==> config.mk <==
export PLATFORM = sky130hd
export DESIGN_NAME = adaptive_traffic_light_controller
export DESIGN_NICKNAME = d
export VERILOG_FILES = /design/src/hdl/atlc_pkg.sv /design/src/hdl/atlc_cfg_regs.sv /design/src/hdl/atlc_core.sv /design/src/hdl/adaptive_traffic_light_controller.sv
export SDC_FILE = /design/constraint.sdc
export NUM_CORES = 1
export LEC_CHECK = 0
export ABC_AREA = 1
export BUFFER_PORTS_ARGS = -buffer_cell sky130_fd_sc_hd__buf_2
export CAP_MARGIN = 20
export CORE_ASPECT_RATIO = 0.8
export CORE_MARGIN = 5
export CORE_UTILIZATION = 50
export DETAILED_ROUTE_END_ITERATION = 10
export PLACE_DENSITY = 0.75
export SETUP_SLACK_MARGIN = 0.2
export SYNTH_ARGS = -nofsm -noshare
export SYNTH_HDL_FRONTEND = slang
export SYNTH_SLANG_ARGS = --single-unit
==> constraint.sdc <==
create_clock -name clk -period 9 [get_ports clk]
set_input_delay 1.35 -clock clk [delete_from_list [all_inputs] [get_ports clk]]
set_output_delay 1.35 -clock clk [all_outputs]
set_load 0.05 [all_outputs]
==> src/hdl/atlc_pkg.sv <==
// shared types and constants for the adaptive traffic light controller
// no dependencies; imported by every module of the block
`timescale 1ns / 1ps

package atlc_pkg;

  typedef enum logic [2:0] {
    PH_NS_GREEN  = 3'd0,
    PH_NS_YELLOW = 3'd1,
    PH_EW_GREEN  = 3'd2,
    PH_EW_YELLOW = 3'd3,
    PH_WALK      = 3'd4
  } phase_t;

  localparam logic [1:0] LAMP_RED    = 2'd0;
  localparam logic [1:0] LAMP_YELLOW = 2'd1;
  localparam logic [1:0] LAMP_GREEN  = 2'd2;

  localparam int CFG_ADDR_W = 3;
  localparam int CFG_DATA_W = 16;
  localparam int SECS_W     = 10;
  localparam int TPS_W      = 16;

  localparam logic [CFG_ADDR_W-1:0] REG_BASE_GREEN = 3'd0;
  localparam logic [CFG_ADDR_W-1:0] REG_YELLOW     = 3'd1;
  localparam logic [CFG_ADDR_W-1:0] REG_WALK       = 3'd2;
  localparam logic [CFG_ADDR_W-1:0] REG_TPS        = 3'd3;
  localparam logic [CFG_ADDR_W-1:0] REG_LEVEL1     = 3'd4;
  localparam logic [CFG_ADDR_W-1:0] REG_LEVEL2     = 3'd5;
  localparam logic [CFG_ADDR_W-1:0] REG_LEVEL3     = 3'd6;
  localparam logic [CFG_ADDR_W-1:0] REG_STEP       = 3'd7;

  typedef struct packed {
    logic [7:0]       base_green_secs;
    logic [7:0]       yellow_secs;
    logic [7:0]       walk_secs;
    logic [TPS_W-1:0] ticks_per_second;
    logic [7:0]       level1_threshold;
    logic [7:0]       level2_threshold;
    logic [7:0]       level3_threshold;
    logic [7:0]       extra_step_secs;
  } cfg_t;

  // fixed-width part of one result word
  typedef struct packed {
    logic [SECS_W-1:0] green_extra_secs;
    logic [SECS_W-1:0] secs_remaining;
    phase_t            phase_now;
    logic              walk_lamp;
    logic [1:0]        ew_lamp;
    logic [1:0]        ns_lamp;
  } res_t;

  localparam int RES_W = $bits(res_t);

endpackage

==> src/hdl/atlc_cfg_regs.sv <==
// configuration register file of the traffic light controller
// depends on atlc_pkg
`timescale 1ns / 1ps

module atlc_cfg_regs (
  input  logic                            clk,
  input  logic                            rst_n,
  input  logic                            wr_en,
  input  logic [atlc_pkg::CFG_ADDR_W-1:0] wr_addr,
  input  logic [atlc_pkg::CFG_DATA_W-1:0] wr_data,
  output atlc_pkg::cfg_t                  cfg
);
  import atlc_pkg::*;

  cfg_t cfg_r;

  always_ff @(posedge clk) begin
    if (!rst_n) begin
      cfg_r.base_green_secs  <= 8'd10;
      cfg_r.yellow_secs      <= 8'd3;
      cfg_r.walk_secs        <= 8'd8;
      cfg_r.ticks_per_second <= 16'd50;
      cfg_r.level1_threshold <= 8'd5;
      cfg_r.level2_threshold <= 8'd10;
      cfg_r.level3_threshold <= 8'd15;
      cfg_r.extra_step_secs  <= 8'd10;
    end else if (wr_en) begin
      unique case (wr_addr)
        REG_BASE_GREEN: cfg_r.base_green_secs  <= wr_data[7:0];
        REG_YELLOW:     cfg_r.yellow_secs      <= wr_data[7:0];
        REG_WALK:       cfg_r.walk_secs        <= wr_data[7:0];
        REG_TPS:        cfg_r.ticks_per_second <= wr_data[TPS_W-1:0];
        REG_LEVEL1:     cfg_r.level1_threshold <= wr_data[7:0];
        REG_LEVEL2:     cfg_r.level2_threshold <= wr_data[7:0];
        REG_LEVEL3:     cfg_r.level3_threshold <= wr_data[7:0];
        REG_STEP:       cfg_r.extra_step_secs  <= wr_data[7:0];
        default:        cfg_r <= cfg_r;
      endcase
    end
  end

  assign cfg = cfg_r;

endmodule

==> src/hdl/atlc_core.sv <==
// phase sequencer, second timer and queue counters of the controller
// depends on atlc_pkg; one button sample word per step
`timescale 1ns / 1ps

module atlc_core #(
  parameter int COUNT_BITS = 8
) (
  input  logic                  clk,
  input  logic                  rst_n,
  input  logic                  step,
  input  logic [2:0]            levels,
  input  atlc_pkg::cfg_t        cfg,
  output atlc_pkg::res_t        res_nxt,
  output logic [COUNT_BITS-1:0] ns_count_nxt,
  output logic [COUNT_BITS-1:0] ew_count_nxt,
  output logic                  walk_req_nxt
);
  import atlc_pkg::*;

  localparam int CMP_W = (COUNT_BITS > 8) ? COUNT_BITS : 8;
  localparam logic [COUNT_BITS-1:0] COUNT_MAX = {COUNT_BITS{1'b1}};

  phase_t                phase_r, phase_nxt, phase_s;
  logic                  started_r;
  logic [SECS_W-1:0]     secs_r, secs_nxt, secs_s;
  logic [SECS_W-1:0]     extra_r, extra_nxt, extra_s;
  logic [TPS_W-1:0]      tick_r, tick_nxt, tick_s;
  logic [COUNT_BITS-1:0] ns_count_r, ew_count_r, ns_inc, ew_inc;
  logic                  walk_req_r, walk_inc;
  logic                  walk_then_ew_r, walk_then_ew_nxt;
  logic [2:0]            last_r, falls;
  logic                  ns_red, ew_red;
  logic [SECS_W-1:0]     start_extra, green_extra;
  logic [COUNT_BITS-1:0] green_count;
  logic                  sec_done;

  // extra green seconds from the queued count, level 3 tested first
  function automatic logic [SECS_W-1:0] level_extra(input logic [COUNT_BITS-1:0] cnt,
                                                   input cfg_t c);
    logic [CMP_W-1:0]  cw;
    logic [SECS_W-1:0] step1;
    logic [SECS_W-1:0] r;
    cw    = CMP_W'(cnt);
    step1 = SECS_W'(c.extra_step_secs);
    if (cw >= CMP_W'(c.level3_threshold))      r = (step1 << 1) + step1;
    else if (cw >= CMP_W'(c.level2_threshold)) r = step1 << 1;
    else if (cw >= CMP_W'(c.level1_threshold)) r = step1;
    else                                       r = '0;
    return r;
  endfunction

  // first word after reset loads ns green
  always_comb begin
    start_extra = level_extra(ns_count_r, cfg);
    if (!started_r) begin
      phase_s = PH_NS_GREEN;
      tick_s  = '0;
      extra_s = start_extra;
      secs_s  = SECS_W'({1'b0, SECS_W'(cfg.base_green_secs)} + {1'b0, start_extra});
    end else begin
      phase_s = phase_r;
      tick_s  = tick_r;
      extra_s = extra_r;
      secs_s  = secs_r;
    end
  end

  // button edges against the current phase
  always_comb begin
    falls  = last_r & ~levels;
    ns_red = (phase_s == PH_EW_GREEN) || (phase_s == PH_EW_YELLOW) || (phase_s == PH_WALK);
    ew_red = (phase_s == PH_NS_GREEN) || (phase_s == PH_NS_YELLOW) || (phase_s == PH_WALK);
    ns_inc = ns_count_r;
    ew_inc = ew_count_r;
    if (falls[0] && ns_red && (ns_count_r != COUNT_MAX)) ns_inc = ns_count_r + 1'b1;
    if (falls[1] && ew_red && (ew_count_r != COUNT_MAX)) ew_inc = ew_count_r + 1'b1;
    walk_inc = walk_req_r | falls[2];
  end

  // green entered from yellow or walk takes the level of its own direction
  always_comb begin
    if ((phase_s == PH_NS_YELLOW) || ((phase_s == PH_WALK) && walk_then_ew_r))
      green_count = ew_inc;
    else
      green_count = ns_inc;
    green_extra = level_extra(green_count, cfg);
  end

  always_comb begin
    phase_nxt        = phase_s;
    secs_nxt         = secs_s;
    extra_nxt        = extra_s;
    ns_count_nxt     = ns_inc;
    ew_count_nxt     = ew_inc;
    walk_req_nxt     = walk_inc;
    walk_then_ew_nxt = walk_then_ew_r;
    sec_done = ({1'b0, tick_s} + 1'b1) >= {1'b0, cfg.ticks_per_second};
    if (sec_done) begin
      tick_nxt = '0;
      if (secs_s <= SECS_W'(1)) begin
        unique case (phase_s)
          PH_NS_GREEN: begin
            ns_count_nxt = '0;
            phase_nxt    = PH_NS_YELLOW;
            extra_nxt    = '0;
            secs_nxt     = SECS_W'(cfg.yellow_secs);
          end
          PH_EW_GREEN: begin
            ew_count_nxt = '0;
            phase_nxt    = PH_EW_YELLOW;
            extra_nxt    = '0;
            secs_nxt     = SECS_W'(cfg.yellow_secs);
          end
          PH_NS_YELLOW, PH_EW_YELLOW: begin
            if (walk_inc) begin
              walk_then_ew_nxt = (phase_s == PH_NS_YELLOW);
              phase_nxt        = PH_WALK;
              extra_nxt        = '0;
              secs_nxt         = SECS_W'(cfg.walk_secs);
            end else begin
              phase_nxt = (phase_s == PH_NS_YELLOW) ? PH_EW_GREEN : PH_NS_GREEN;
              extra_nxt = green_extra;
              secs_nxt  = SECS_W'({1'b0, SECS_W'(cfg.base_green_secs)} + {1'b0, green_extra});
            end
          end
          default: begin
            walk_req_nxt = 1'b0;
            phase_nxt    = walk_then_ew_r ? PH_EW_GREEN : PH_NS_GREEN;
            extra_nxt    = green_extra;
            secs_nxt     = SECS_W'({1'b0, SECS_W'(cfg.base_green_secs)} + {1'b0, green_extra});
          end
        endcase
      end else begin
        secs_nxt = secs_s - 1'b1;
      end
    end else begin
      tick_nxt = tick_s + 1'b1;
    end
  end

  always_ff @(posedge clk) begin
    if (!rst_n) begin
      phase_r        <= PH_NS_GREEN;
      started_r      <= 1'b0;
      secs_r         <= '0;
      extra_r        <= '0;
      tick_r         <= '0;
      ns_count_r     <= '0;
      ew_count_r     <= '0;
      walk_req_r     <= 1'b0;
      walk_then_ew_r <= 1'b0;
      last_r         <= 3'b111;
    end else if (step) begin
      phase_r        <= phase_nxt;
      started_r      <= 1'b1;
      secs_r         <= secs_nxt;
      extra_r        <= extra_nxt;
      tick_r         <= tick_nxt;
      ns_count_r     <= ns_count_nxt;
      ew_count_r     <= ew_count_nxt;
      walk_req_r     <= walk_req_nxt;
      walk_then_ew_r <= walk_then_ew_nxt;
      last_r         <= levels;
    end
  end

  // lamp decode of the state after this word
  always_comb begin
    res_nxt.phase_now      = phase_nxt;
    res_nxt.secs_remaining = secs_nxt;
    res_nxt.ns_lamp = (phase_nxt == PH_NS_GREEN) ? LAMP_GREEN :
                      (phase_nxt == PH_NS_YELLOW) ? LAMP_YELLOW : LAMP_RED;
    res_nxt.ew_lamp = (phase_nxt == PH_EW_GREEN) ? LAMP_GREEN :
                      (phase_nxt == PH_EW_YELLOW) ? LAMP_YELLOW : LAMP_RED;
    res_nxt.walk_lamp = (phase_nxt == PH_WALK);
    res_nxt.green_extra_secs =
      ((phase_nxt == PH_NS_GREEN) || (phase_nxt == PH_EW_GREEN)) ? extra_nxt : '0;
  end

endmodule

==> src/hdl/adaptive_traffic_light_controller.sv <==
// Adaptive traffic light controller with pedestrian request.
// Each input word is one button sample tick: in_tdata[0] ns button, [1] ew button,
// [2] walk button, raw levels with 0 pressed and 1 released. Every accepted word
// gives exactly one result word on out_ with the lamps, phase, seconds left, the
// extra green granted and the queue counts as they stand after that tick.
// Settings are to be written on cfg_ (index, data) only while the block is idle;
// the block itself does not enforce this. cfg_ready is always high.
// A word waits in the input register while the phase update runs, and its result
// enters the result register when the word advances, from where out_ presents it.
// Throughput is one word per cycle while the receiver keeps up; the only loop is
// the state update itself. A new word is taken while a finished result still
// waits, so a stalled receiver holds out_ steady and back-pressure reaches
// in_tready only when both stages are full.
// Synchronous active-low reset restores the default settings, empties both
// stages and puts the sequencer before its first tick, which loads ns green.
`timescale 1ns / 1ps

module adaptive_traffic_light_controller #(
  parameter int COUNT_BITS = 8
) (
  input  logic                            clk,
  input  logic                            rst_n,
  input  logic                            in_tvalid,
  output logic                            in_tready,
  // ns_button_level, ew_button_level, walk_button_level, zero fill
  input  logic [7:0]                      in_tdata,
  output logic                            out_tvalid,
  input  logic                            out_tready,
  // ns_lamp, ew_lamp, walk_lamp, phase_now, secs_remaining, green_extra_secs,
  // ns_queue_count, ew_queue_count, walk_pending, zero fill
  output logic [((atlc_pkg::RES_W + 2*COUNT_BITS + 1 + 7) / 8) * 8 - 1:0] out_tdata,
  input  logic                            cfg_valid,
  output logic                            cfg_ready,
  input  logic [atlc_pkg::CFG_ADDR_W-1:0] cfg_addr,
  input  logic [atlc_pkg::CFG_DATA_W-1:0] cfg_data
);
  import atlc_pkg::*;

  localparam int OUT_BITS = RES_W + 2*COUNT_BITS + 1;
  localparam int OUT_W    = ((OUT_BITS + 7) / 8) * 8;

  cfg_t                  cfg;
  res_t                  res_nxt;
  logic [COUNT_BITS-1:0] ns_count_nxt, ew_count_nxt;
  logic                  walk_req_nxt;
  logic                  s1_valid_r;
  logic [2:0]            s1_levels_r;
  logic                  advance;
  logic                  out_valid_r;
  logic [OUT_W-1:0]      out_data_r;

  assign cfg_ready = 1'b1;

  atlc_cfg_regs u_cfg (
    .clk     (clk),
    .rst_n   (rst_n),
    .wr_en   (cfg_valid),
    .wr_addr (cfg_addr),
    .wr_data (cfg_data),
    .cfg     (cfg)
  );

  assign advance   = s1_valid_r && (!out_valid_r || out_tready);
  assign in_tready = !s1_valid_r || advance;

  // input register
  always_ff @(posedge clk) begin
    if (!rst_n) begin
      s1_valid_r <= 1'b0;
    end else if (in_tready) begin
      s1_valid_r <= in_tvalid;
    end
  end

  always_ff @(posedge clk) begin
    if (in_tvalid && in_tready) begin
      s1_levels_r <= in_tdata[2:0];
    end
  end

  atlc_core #(
    .COUNT_BITS (COUNT_BITS)
  ) u_core (
    .clk          (clk),
    .rst_n        (rst_n),
    .step         (advance),
    .levels       (s1_levels_r),
    .cfg          (cfg),
    .res_nxt      (res_nxt),
    .ns_count_nxt (ns_count_nxt),
    .ew_count_nxt (ew_count_nxt),
    .walk_req_nxt (walk_req_nxt)
  );

  // result register
  always_ff @(posedge clk) begin
    if (!rst_n) begin
      out_valid_r <= 1'b0;
    end else if (advance) begin
      out_valid_r <= 1'b1;
    end else if (out_tready) begin
      out_valid_r <= 1'b0;
    end
  end

  always_ff @(posedge clk) begin
    if (advance) begin
      out_data_r <= OUT_W'({walk_req_nxt, ew_count_nxt, ns_count_nxt, res_nxt});
    end
  end

  assign out_tvalid = out_valid_r;
  assign out_tdata  = out_data_r;

endmodule

# Word-level counts from Yosys, hierarchy flattened
# Index checks and enable logic that the tools add are counted.
# Widths: inputs -> output; s select.
[word_totals]
romBits = 0
out_inout_bits = 51
ramBits = 0
latch_bits = 0
word_cells = 135
register_bits = 183
memories = 0
input_bits = 32
[classes]
mul = 0
n_bitwise = 3
reduce_logical = 33
n_div = 0
shift = 0
order_cmp = 8
addsub = 8
muxes = 41
n_eq_ne = 17
[ops]
columns = ["operator", "n"]
rows = [
  ["$mux 10", 11],
  ["$mux 8", 11],
  ["$ge 8x8->1", 6],
  ["$pmux 10 s2", 2],
  ["$mux 16", 2],
  ["$add 8x10->10", 2],
  ["$eq 3x2->1 const B", 6],
  ["$eq 3x3->1 const B", 6],
  ["$add 16x1->17 const B", 1],
  ["$ge 17x16->1", 1],
  ["$add 16x1->16 const B", 1],
  ["$add 8x1->8 const B", 2],
  ["$ne 8x8->1 const B", 2],
  ["$reduce_and 2->1", 8],
  ["$mux 3", 4],
  ["$add 9x8->10", 1],
  ["$le 10x1->1 const B", 1],
  ["$sub 10x1->10 const B", 1],
  ["$eq 3x1->1 const B", 3],
  ["$logic_not 3->1", 3],
  ["$mux 9", 1],
  ["$pmux 3 s3", 1],
  ["$logic_or 1x1->1", 8],
  ["$logic_and 1x1->1", 7],
  ["10 further kinds", 19],
]

# Logic depth before layout (Yosys ltp)
# Gate-level depths: netlist (run 1).
[depth]
word_depth = 17
ltp_mapped = 40
depth_no_buf = 38

# Cells and area by module
# Synthesis (run 1) repeated with hierarchy kept, for this count alone.
[hier_totals]
hier_cells = 1703
area_unflattened_um2 = 11975.2
[modules_own_cells]
columns = ["module", "seq_area_each_um2", "instances", "cells_each", "area_each_um2"]
rows = [
  ["atlc_core", 1221.2, 1, 1228, 7558.5],
  ["atlc_cfg_regs", 1441.4, 1, 408, 2842.7],
  ["adaptive_traffic_light_controller", 1481.4, 1, 67, 1574.0],
]

# Worst setup path after synthesis (run 1)
# Ideal clock, no wire load.
[synth_path]
path_type = "reg2reg"
start = "register u_core.started_r"
end = "register out_data_r[16], in the netlist out_tdata[16] (data pin)"
path_stages_with_launch = 34
setup_ns = 0.251
required_time_ns = 8.749
arrival_ns = 4.753
slack_ns = 3.997
path_buffers = 3
path_cell_list = "dfxtp_1 buf_6 buf_12 buf_8 nand2_2 nand3_2 o21ai_1 nand3_2 nor4_4 nand2_1 nor2_2 nand3_1 xnor2_1 nor2_1 a21oi_1 ha_1 a21o_1 nor2_1 nand3_1 inv_1 nand2_1 a21oi_1 ha_1 inv_1 fa_1 o21ai_0 a21oi_1 or2_2 nand3_1 nand2_1 nand2_1 nand3_1 nand2_1 inv_1"
[synth_rtl]
columns = ["element", "line", "rtl"]
rows = [
  ["from (decl)", "atlc_core.sv:24", "logic started_r;"],
  ["from (signal assigned)", "atlc_core.sv:144", "started_r <= 1'b0;"],
  ["from (signal assigned)", "atlc_core.sv:155", "started_r <= 1'b1;"],
  ["to (signal assigned)", "adaptive_traffic_light_controller.sv:108", "out_data_r <= OUT_W'({walk_req_nxt, ew_count_nxt, ns_count_nxt, res_nxt});"],
  ["to (decl)", "adaptive_traffic_light_controller.sv:50", "logic [OUT_W-1:0] out_data_r;"],
]

==> results_dict.tcl, run 1 <==
set metrics [dict create \
    status "finished, final reports clean" \
    fp.dieH_um 146 \
    htreeDepth 4 \
    cts_buffers 17 \
    min_path_type "reg2reg" \
    cpMaxStageDelayCell "dfxtp_1" \
    synth.most_common_cell "nand2_1" \
    worstSetupPathType "reg2reg" \
    cap_violations 0 \
    dieArea_um2 26300 \
    viasPerCell 5.32 \
    cts_tree "built" \
    clockBufferDepth 2 \
    area_growth_pct 9.38 \
    coreArea_um2 22600 \
    place.port_buffers 73 \
    setup-tns-final_ns 0 \
    drive_above_1_share 0.116 \
    crit_path_max_incr_delay_ns 0.55 \
    dpl.hpwl_um 21100 \
    gp_congestion 0.941 \
    cts_resized 0 \
    timing.final.crit_period_ns 6.43 \
    setup_violations 0 \
    fmax_mhz 156 \
    hold_viol_final 0 \
    grt_max_degree 104 \
    antennaDiodeCount 0 \
    clock_latency_ns 0.44 \
    cts_root_buf "clkbuf_16" \
    slew_violations 0 \
    gr-usage-all-layers 0.211 \
    dieWidth_um 180 \
    grt_remaining_overflow 0 \
    critPathCapture "out_tdata[16]$_DFFE_PP_" \
    ys_warn_count 0 \
    tightest_slew_ns 1.03 \
    drt_iter0_markers 946 \
    vias 10400 \
    synthFlopType "dfxtp_1" \
    yosysTopAreaCell "dfxtp_1" \
    start_kind "register" \
    syn_avg_cell_area_um2 7.29 \
    final_nets 1764 \
    synth_edf_count 48 \
    synth_area_leaders "dfxtp_1 23%, edfxtp_1 12%, nand2_1 11%, ha_1 10%, inv_1 6.8%" \
    path_max_fanout 9 \
    reg2reg_slack_ns 2.57 \
    antenna_found_initial 0 \
    total_power_uw 2240 \
    synthCells 1588 \
    cts.clk_slew.worst_paths_ns 0.08 \
    ys_seq_area_frac 0.358 \
    worstReg2RegStart "u_core.started_r$_SDFFE_PN0P_" \
    fp-row-count 49 \
    fin_skew_ns 0.0105 \
    r2r-end "out_tdata[16]$_DFFE_PP_" \
    clock-sinks 183 \
    grt_pass1_wl_um 46000 \
    postCtsSetupBuffers 0 \
    rsz0062_at_grt "no" \
    startpoint "u_core.started_r$_SDFFE_PN0P_" \
    path_common_cell "nand2_1" \
    r2r_cells 31 \
    io_pins 83 \
    start_util 0.512 \
    drc 0 \
    fin_crit_sh 0.714 \
    synth_common_cells "353 x nand2_1, 210 x inv_1, 138 x nor2_1, 137 x a21oi_1, 135 x dfxtp_1" \
    antenna_left 0 \
    synth_cell_type_count 66 \
    drt_pass1_iterations 6 \
    hp-start "u_cfg.cfg[40]$_SDFFE_PN0P_" \
    relSlewSlack 0.309 \
    hold_buffers 0 \
    peakVddDrop_uv 126 \
    critPathCaptureType "register" \
    drt-total-wl_um 28600 \
    synth_seq_cells 183 \
    synthArstFlopShare 0 \
    routedWlPerCell_um 14.6 \
    synth_top_area_share 0.233 \
    worst_ep_required_time_ns 9.20 \
    crit_arrival_ns 6.63 \
    power.density_nw_per_um2 177 \
    synth_area_um2 11600 \
    grt_pass1_vias 9129 \
    p_leak_uw 0.00608 \
]
## metrics by stage
step	hold WS [ns]	util	setup slack [ns]	cells	instance area, µm²
finish	0.467	0.560	2.57	1955	12700
global route	0.479	0.560	2.11	1955	12700
CTS	0.468	0.560	2.67	1955	12700
detailed placement	0.456	0.535	2.69	1923	12100
global placement	0.452	0.535	2.72	1923	12100
floorplan	0.429	-	4.00	1590	11600
## cell type report
class / count / area, µm²
fill: 2064 / 9960
multi-input combinational: 1124 / 6290
sequential: 183 / 4140
inverter: 232 / 882
clock buffer: 17 / 425
timing repair buffer: 78 / 403
tap: 306 / 383
clock inverter: 15 / 136
## registers in the layout, summed over array words and instances (netlist names), 3 cells and up
register and flops:
u_core.ns_count_r 8, out_tdata 45, u_cfg.cfg 72, u_core.ew_count_r 8, u_core.phase_r 3, u_core.extra_r 10
u_core.secs_r 10, u_core.last_r 3, s1_levels_r 3, u_core.tick_r 16
## logic make-up after synthesis
family	synth area share
other cells	0.000648
compound gates	0.156
xor+xnor	0.0265
simple gates	0.253
mux	0.000864
fa+ha+maj	0.106
buf+inv	0.0994
flops	0.358
## placed cells by master (no fill, tap or decap), types with 15 or more instances in the layout
master / netlist / routed
a21oi_1: 137 / 137
buf_2: 3 / 73
clkbuf_16: 0 / 17
dfxtp_1: 135 / 135
edfxtp_1: 48 / 48
ha_1: 93 / 93
inv_1: 210 / 210
inv_2: 15 / 15
nand2_1: 353 / 353
nand3_1: 82 / 82
nand4_1: 18 / 18
nor2_1: 138 / 138
nor2_2: 16 / 16
o211ai_1: 17 / 17
o21ai_0: 118 / 118
xor2_1: 22 / 22
## critical path: cells and delay by family (launching register included)
kind	cells	cell delay [ns]
AO/OA/AOI/OAI	6	1.56
buffers and inverters	4	0.57
XOR/XNOR	1	0.21
AND/OR/NAND/NOR	17	2.34
flip-flops	1	0.55
adder cells (fa/ha/maj)	3	0.96
## worst min path at each step
stage | cells past startpoint | to
5_1_grt | 2 | u_core.tick_r[15]$_SDFFE_PN0P_
6_report | 2 | u_cfg.cfg[40]$_SDFFE_PN0P_
4_1_cts | 2 | u_core.tick_r[15]$_SDFFE_PN0P_
2_1_floorplan | 2 | u_cfg.cfg[57]$_SDFFE_PN1P_
3_5_place_dp | 2 | u_core.tick_r[15]$_SDFFE_PN0P_
3_3_place_gp | 2 | u_core.tick_r[15]$_SDFFE_PN0P_
## where the power goes
group	switching, µW	leakage (µW)	internal [µW]
Sequential	25.1	0.00156	894
Clock	355	0.000270	366
Combinational	413	0.00424	186
Total	794	0.00608	1450
## per-layer routing
metal | part of all wire | wire length, µm | GRT usage | vias to the layer above
met2 | 0.42 | 12000 | 0.314 | 359
met3 | 0.070 | 2000 | 0.0415 | 39
met5 | 0 | 0 | 0 | -
met4 | 0.016 | 444 | 0.0525 | 0
li1 | - | - | - | 5300
met1 | 0.49 | 14100 | 0.315 | 4703
Power figures use the tool's default switching activity.
==> inputs of run 2 (changes only) <==
==> constraint.sdc (replaced) <==
create_clock -name clk -period 6.3 [get_ports clk]
set_input_delay 0.945 -clock clk [delete_from_list [all_inputs] [get_ports clk]]
set_output_delay 0.945 -clock clk [all_outputs]
set_load 0.05 [all_outputs]
==> run 2 against run 1 <==
  * Setup slack got worse by 2.0 ns
  * Critical path depth decreased by 2
  * Sequential share of layout area fell by 0.39 points
  * Count of clock-buffer cells in the layout grew 2
  * Power is 45% higher
  * Cell area rose by 1.2%
  * Sequential cell count unchanged
  * Non-clock buffer count up 17
  * Cell count grew 0.87%
  * Core utilization rose by 0.69 points
  * Via count about the same
  * Maximum frequency up 12%
  * Critical path type unchanged
  * Largest power group unchanged
==> results_dict.tcl, run 2 (same netlist as run 1, synthesis figures left out) <==
set metrics [dict create \
    postCtsSetupBuffers 0 \
    cts_resized 0 \
    setup_violations 0 \
    drive_above_1_share 0.126 \
    dieWidth_um 180 \
    total_power_uw 3250 \
    place_inst 1940 \
    power.density_nw_per_um2 254 \
    clock_power_share 0.329 \
    place.port_buffers 73 \
    power.switching_uw 1100 \
    fmax_mhz 174 \
    status "finished, final reports clean" \
    fin_skew_ns 0.0112 \
    slew_violations 0 \
    worst_ep_required_time_ns 6.50 \
    mostFrequentLayoutCell "nand2_1" \
    drt_pass1_iterations 7 \
    gp_congestion 0.916 \
    relSlewSlack 0.444 \
    area_growth_pct 10.7 \
    clockBufferDepth 2 \
    pwr-share-comb 0.268 \
    grt_pass1_vias 9336 \
    path_common_cell "nand2_1" \
    cpLargestDelayFamily "simple AND/OR/NAND/NOR gates" \
    routedWlPerCell_um 14.7 \
    io_pins 83 \
    fp-row-count 49 \
    grt_pass1_wl_um 47600 \
    stdcell_area_um2 12800 \
    dr_wl_met3_um 2050 \
    p_leak_uw 0.00618 \
    cts_root_buf "clkbuf_16" \
    antennaDiodeCount 0 \
    drc 0 \
    clock-sinks 183 \
    dieArea_um2 26300 \
    crit_arrival_ns 5.93 \
    instances_no_fill 1972 \
    placed_area_um2 12200 \
    power.internal_uw 2150 \
    cp_num_buf_inv 3 \
    highest_layer "met4" \
    crit_path_max_incr_delay_ns 0.47 \
    timing.final.crit_period_ns 5.73 \
    antenna_found_initial 0 \
    coreArea_um2 22600 \
    rsz0062_at_grt "no" \
    worstSetupPathType "reg2reg" \
    cpMaxStageDelayCell "dfxtp_2" \
    drt_iter0_markers 919 \
    antenna_left 0 \
    dpl.hpwl_um 21500 \
    vias 10400 \
    htreeDepth 4 \
    cts.clk_slew.worst_paths_ns 0.07 \
    largest_reg_flops 72 \
    path_max_fanout 11 \
    tightest_slew_ns 0.834 \
    final_nets 1781 \
    cts_tree "built" \
    grt_max_degree 90 \
    start_util 0.512 \
    start_kind "register" \
    seqPwrFrac 0.403 \
    fin_crit_sh 0.910 \
    critPathCaptureType "register" \
    grt_remaining_overflow 0 \
    hold_viol_final 0 \
    drt-total-wl_um 28900 \
    setup-tns-final_ns 0 \
    cap_violations 0 \
    fill_cells 2146 \
    viasPerCell 5.27 \
    gr-usage-all-layers 0.219 \
    route.met2.wl_um 11900 \
    clock_latency_ns 0.44 \
    layout_common_cells "353 x nand2_1, 210 x inv_1, 138 x nor2_1" \
    hold_buffers 0 \
    fp.dieH_um 146 \
    wl_met1_um 14400 \
    switching_share 0.339 \
    peakVddDrop_uv 155 \
    cts_buffers 17 \
    min_path_type "reg2reg" \
]
## run 2: changes by cell type in the layout (fill, tap and decap cells not counted), sizes merged
cell | before | now
clkinvlp | 3 | 2
clkbuf | 17 | 19
inv | 237 | 232
buf | 78 | 95
bufinv | 0 | 2
clkinv | 7 | 9
## run 2: final timing paths
path	start	to	slack, ns	cells past startpoint
setup reg to reg	u_core.started_r$_SDFFE_PN0P_	out_tdata[16]$_DFFE_PP_	0.57	29
hold reg to reg	u_cfg.cfg[44]$_SDFFE_PN0P_	u_cfg.cfg[44]$_SDFFE_PN0P_	0.46	2
setup / recovery	u_core.started_r$_SDFFE_PN0P_	out_tdata[16]$_DFFE_PP_	0.57	29
hold / removal	u_cfg.cfg[44]$_SDFFE_PN0P_	u_cfg.cfg[44]$_SDFFE_PN0P_	0.46	2
## run 2: tightest hold or removal path, stage by stage, from the launching register on
cell     delay, ns
dfxtp_1       0.30
inv_1         0.06
a21oi_1       0.05
## run 2: power by group through the flow
stage	Clock (µW)	Sequential, µW	Combinational, µW
finish	1070	1310	872
global route	1150	1320	977
CTS	1090	1310	860
detailed placement	0	1340	855
global placement	0	1340	839
floorplan	0	1400	589
## run 2: stage by stage
step                hold slack (ns)  utilization  setup WS, ns
finish                        0.460        0.567         0.567
global route                  0.479        0.567         0.203
CTS                           0.463        0.567         0.341
detailed placement            0.453        0.541         0.360
global placement              0.452        0.541         0.528
floorplan                     0.429            -          1.30
## run 2: layout make-up
type | instances | area (µm²) | area share
flip-flops and latches | 183 | 4150 | 0.323
inverters | 232 | 882 | 0.0688
multi-input cells | 1124 | 6290 | 0.491
well taps | 306 | 383 | 0.0299
clock inverters | 13 | 146 | 0.0114
repair buffers | 95 | 531 | 0.0414
clock buffers | 19 | 443 | 0.0345
## run 2: metal layers
layer,up-vias,GRT usage
li1,5339,-
met1,4670,0.326
met2,346,0.324
met3,42,0.0405
met4,0,0.0635
met5,-,0
==> inputs of run 3 (changes only) <==
==> constraint.sdc (replaced) <==
create_clock -name clk -period 6.3 [get_ports clk]
set_input_delay 1.26 -clock clk [delete_from_list [all_inputs] [get_ports clk]]
set_output_delay 1.26 -clock clk [all_outputs]
set_load 0.05 [all_outputs]
==> run 3 against run 2 <==
  * Combinational power increased by 0.9%
  * Sequential share of layout area about the same
  * Via count increased by 0.44%
  * Clock power decreased by 5%
  * Core utilization decreased by 0.066 points
  * Maximum frequency increased by 1.7%
  * Wire length increased by 2.1%
  * First-iteration DRC count decreased by 7.3%
  * Die area unchanged
  * Count of clock-buffer cells in the layout increased by 2
  * Cell count increased by 0.10%
  * Critical endpoint unchanged
  * Largest cell class unchanged
==> results_dict.tcl, run 3 (same netlist as run 1, synthesis figures left out) <==
set metrics [dict create \
    status "finished, final reports clean" \
    worstSetupPathType "reg2reg" \
    grt_max_degree 90 \
    fp.dieH_um 146 \
    drt_iter0_markers 852 \
    startpoint "u_core.started_r$_SDFFE_PN0P_" \
    grt_pass1_vias 9496 \
    cts_root_buf "clkbuf_16" \
    dpl.hpwl_um 21800 \
    clock-sinks 183 \
    crit_path_max_incr_delay_ns 0.49 \
    antenna_left 0 \
    largest_reg_flops 72 \
    power.density_nw_per_um2 251 \
    path_common_cell "nand2_1" \
    worst_ep_required_time_ns 6.50 \
    relSlewSlack 0.440 \
    drt_pass1_iterations 5 \
    peakVddDrop_uv 198 \
    cts_buffers 17 \
    setup-tns-final_ns 0 \
    routedWlPerCell_um 15.0 \
    cts_resized 0 \
    fin_crit_sh 0.895 \
    path_max_fanout 11 \
    setup_violations 0 \
    cpMaxStageDelayCell "dfxtp_2" \
    fmax_mhz 177 \
    clock_latency_ns 0.44 \
    postCtsSetupBuffers 0 \
    critPathCaptureType "register" \
    min_path_type "reg2reg" \
    met2_usage 0.330 \
    r2r_cells 29 \
    coreArea_um2 22600 \
    hp-start "u_cfg.cfg[40]$_SDFFE_PN0P_" \
    drc 0 \
    tightest_slew_ns 0.840 \
    layout_common_cells "352 x nand2_1, 210 x inv_1, 138 x nor2_1" \
    antenna_found_initial 0 \
    final_nets 1783 \
    p_leak_uw 0.00617 \
    antennaDiodeCount 0 \
    viasPerCell 5.29 \
    grt_pass1_wl_um 48700 \
    htreeDepth 4 \
    cpLargestDelayFamily "simple AND/OR/NAND/NOR gates" \
    timing.final.crit_period_ns 5.64 \
    hold_viol_final 0 \
    met3_usage 0.0482 \
    cp.depth 29 \
    grt_remaining_overflow 0 \
    cap_violations 0 \
    mostFrequentLayoutCell "nand2_1" \
    fp-row-count 49 \
    drt-total-wl_um 29500 \
    fin_skew_ns 0.0116 \
    place.port_buffers 73 \
    worstReg2RegStart "u_core.started_r$_SDFFE_PN0P_" \
    start_util 0.512 \
    gr-usage-all-layers 0.224 \
    cts_tree "built" \
    clockBufferDepth 2 \
    start_kind "register" \
    grt-busiest-layer "met1" \
    hold_ws_ns 0.465 \
    cts.clk_slew.worst_paths_ns 0.07 \
    hold_buffers 0 \
    met1_usage 0.332 \
    drive_above_1_share 0.127 \
    vias 10400 \
    area_growth_pct 10.6 \
    hold_depth 2 \
    gp_congestion 0.939 \
    crit_arrival_ns 5.83 \
    dieWidth_um 180 \
    dieArea_um2 26300 \
    io_pins 83 \
    rsz0062_at_grt "no" \
    cp_num_buf_inv 3 \
    slew_violations 0 \
]
[run 3: cell count changes in the layout (fill, tap and decap cells not counted), moves of 2 or more]
cell        delta
buf_4          +2
clkbuf_1       +2
inv_6          -2
clkinvlp_4     +2
clkinv_4       -2
[run 3: metal layers]
| layer | wire length (µm) | vias to the layer above |
|---|---|---|
| li1 | - | 5335 |
| met1 | 14500 | 4721 |
| met2 | 12200 | 355 |
| met3 | 2420 | 32 |
| met4 | 487 | 0 |
| met5 | 0 | - |
[run 3: cell type report]
cell class,instances,area (µm²)
clock inverters,11,101
clock buffers,21,450
repair buffers,97,546
multi-input cells,1124,6300
flip-flops and latches,183,4150
fillers,2101,9810
well taps,306,383
inverters,232,882
[run 3: where the power goes]
part	internal [µW]	switching (µW)	total (µW)
clock	555	465	1020
combinational	277	603	880
sequential	1280	34.1	1310
[run 3: path summary, 6_finish.rpt]
kind,endpoint,slack (ns)
worst min register to register,u_cfg.cfg[40]$_SDFFE_PN0P_,0.47
worst max register to register,out_tdata[16]$_DFFE_PP_,0.66
worst max-delay path,out_tdata[16]$_DFFE_PP_,0.66
worst min-delay path,u_cfg.cfg[40]$_SDFFE_PN0P_,0.47
[run 3: tightest hold or removal path, stage by stage, from the launching register on]
cell and delay (ns):
dfxtp_1 0.30, inv_1 0.07, a21oi_1 0.06
[run 3: metrics by stage]
stage | power [µW] | setup slack, ns | utilization | instance area (µm²) | cells
2_1_floorplan | 1990 | 1.30 | - | 11600 | 1590
3_3_place_gp | 2180 | 0.509 | 0.541 | 12200 | 1942
3_5_place_dp | 2200 | 0.392 | 0.541 | 12200 | 1942
4_1_cts | 3210 | 0.356 | 0.566 | 12800 | 1974
5_1_grt | 3390 | 0.227 | 0.566 | 12800 | 1974
6_report | 3210 | 0.665 | 0.566 | 12800 | 1974
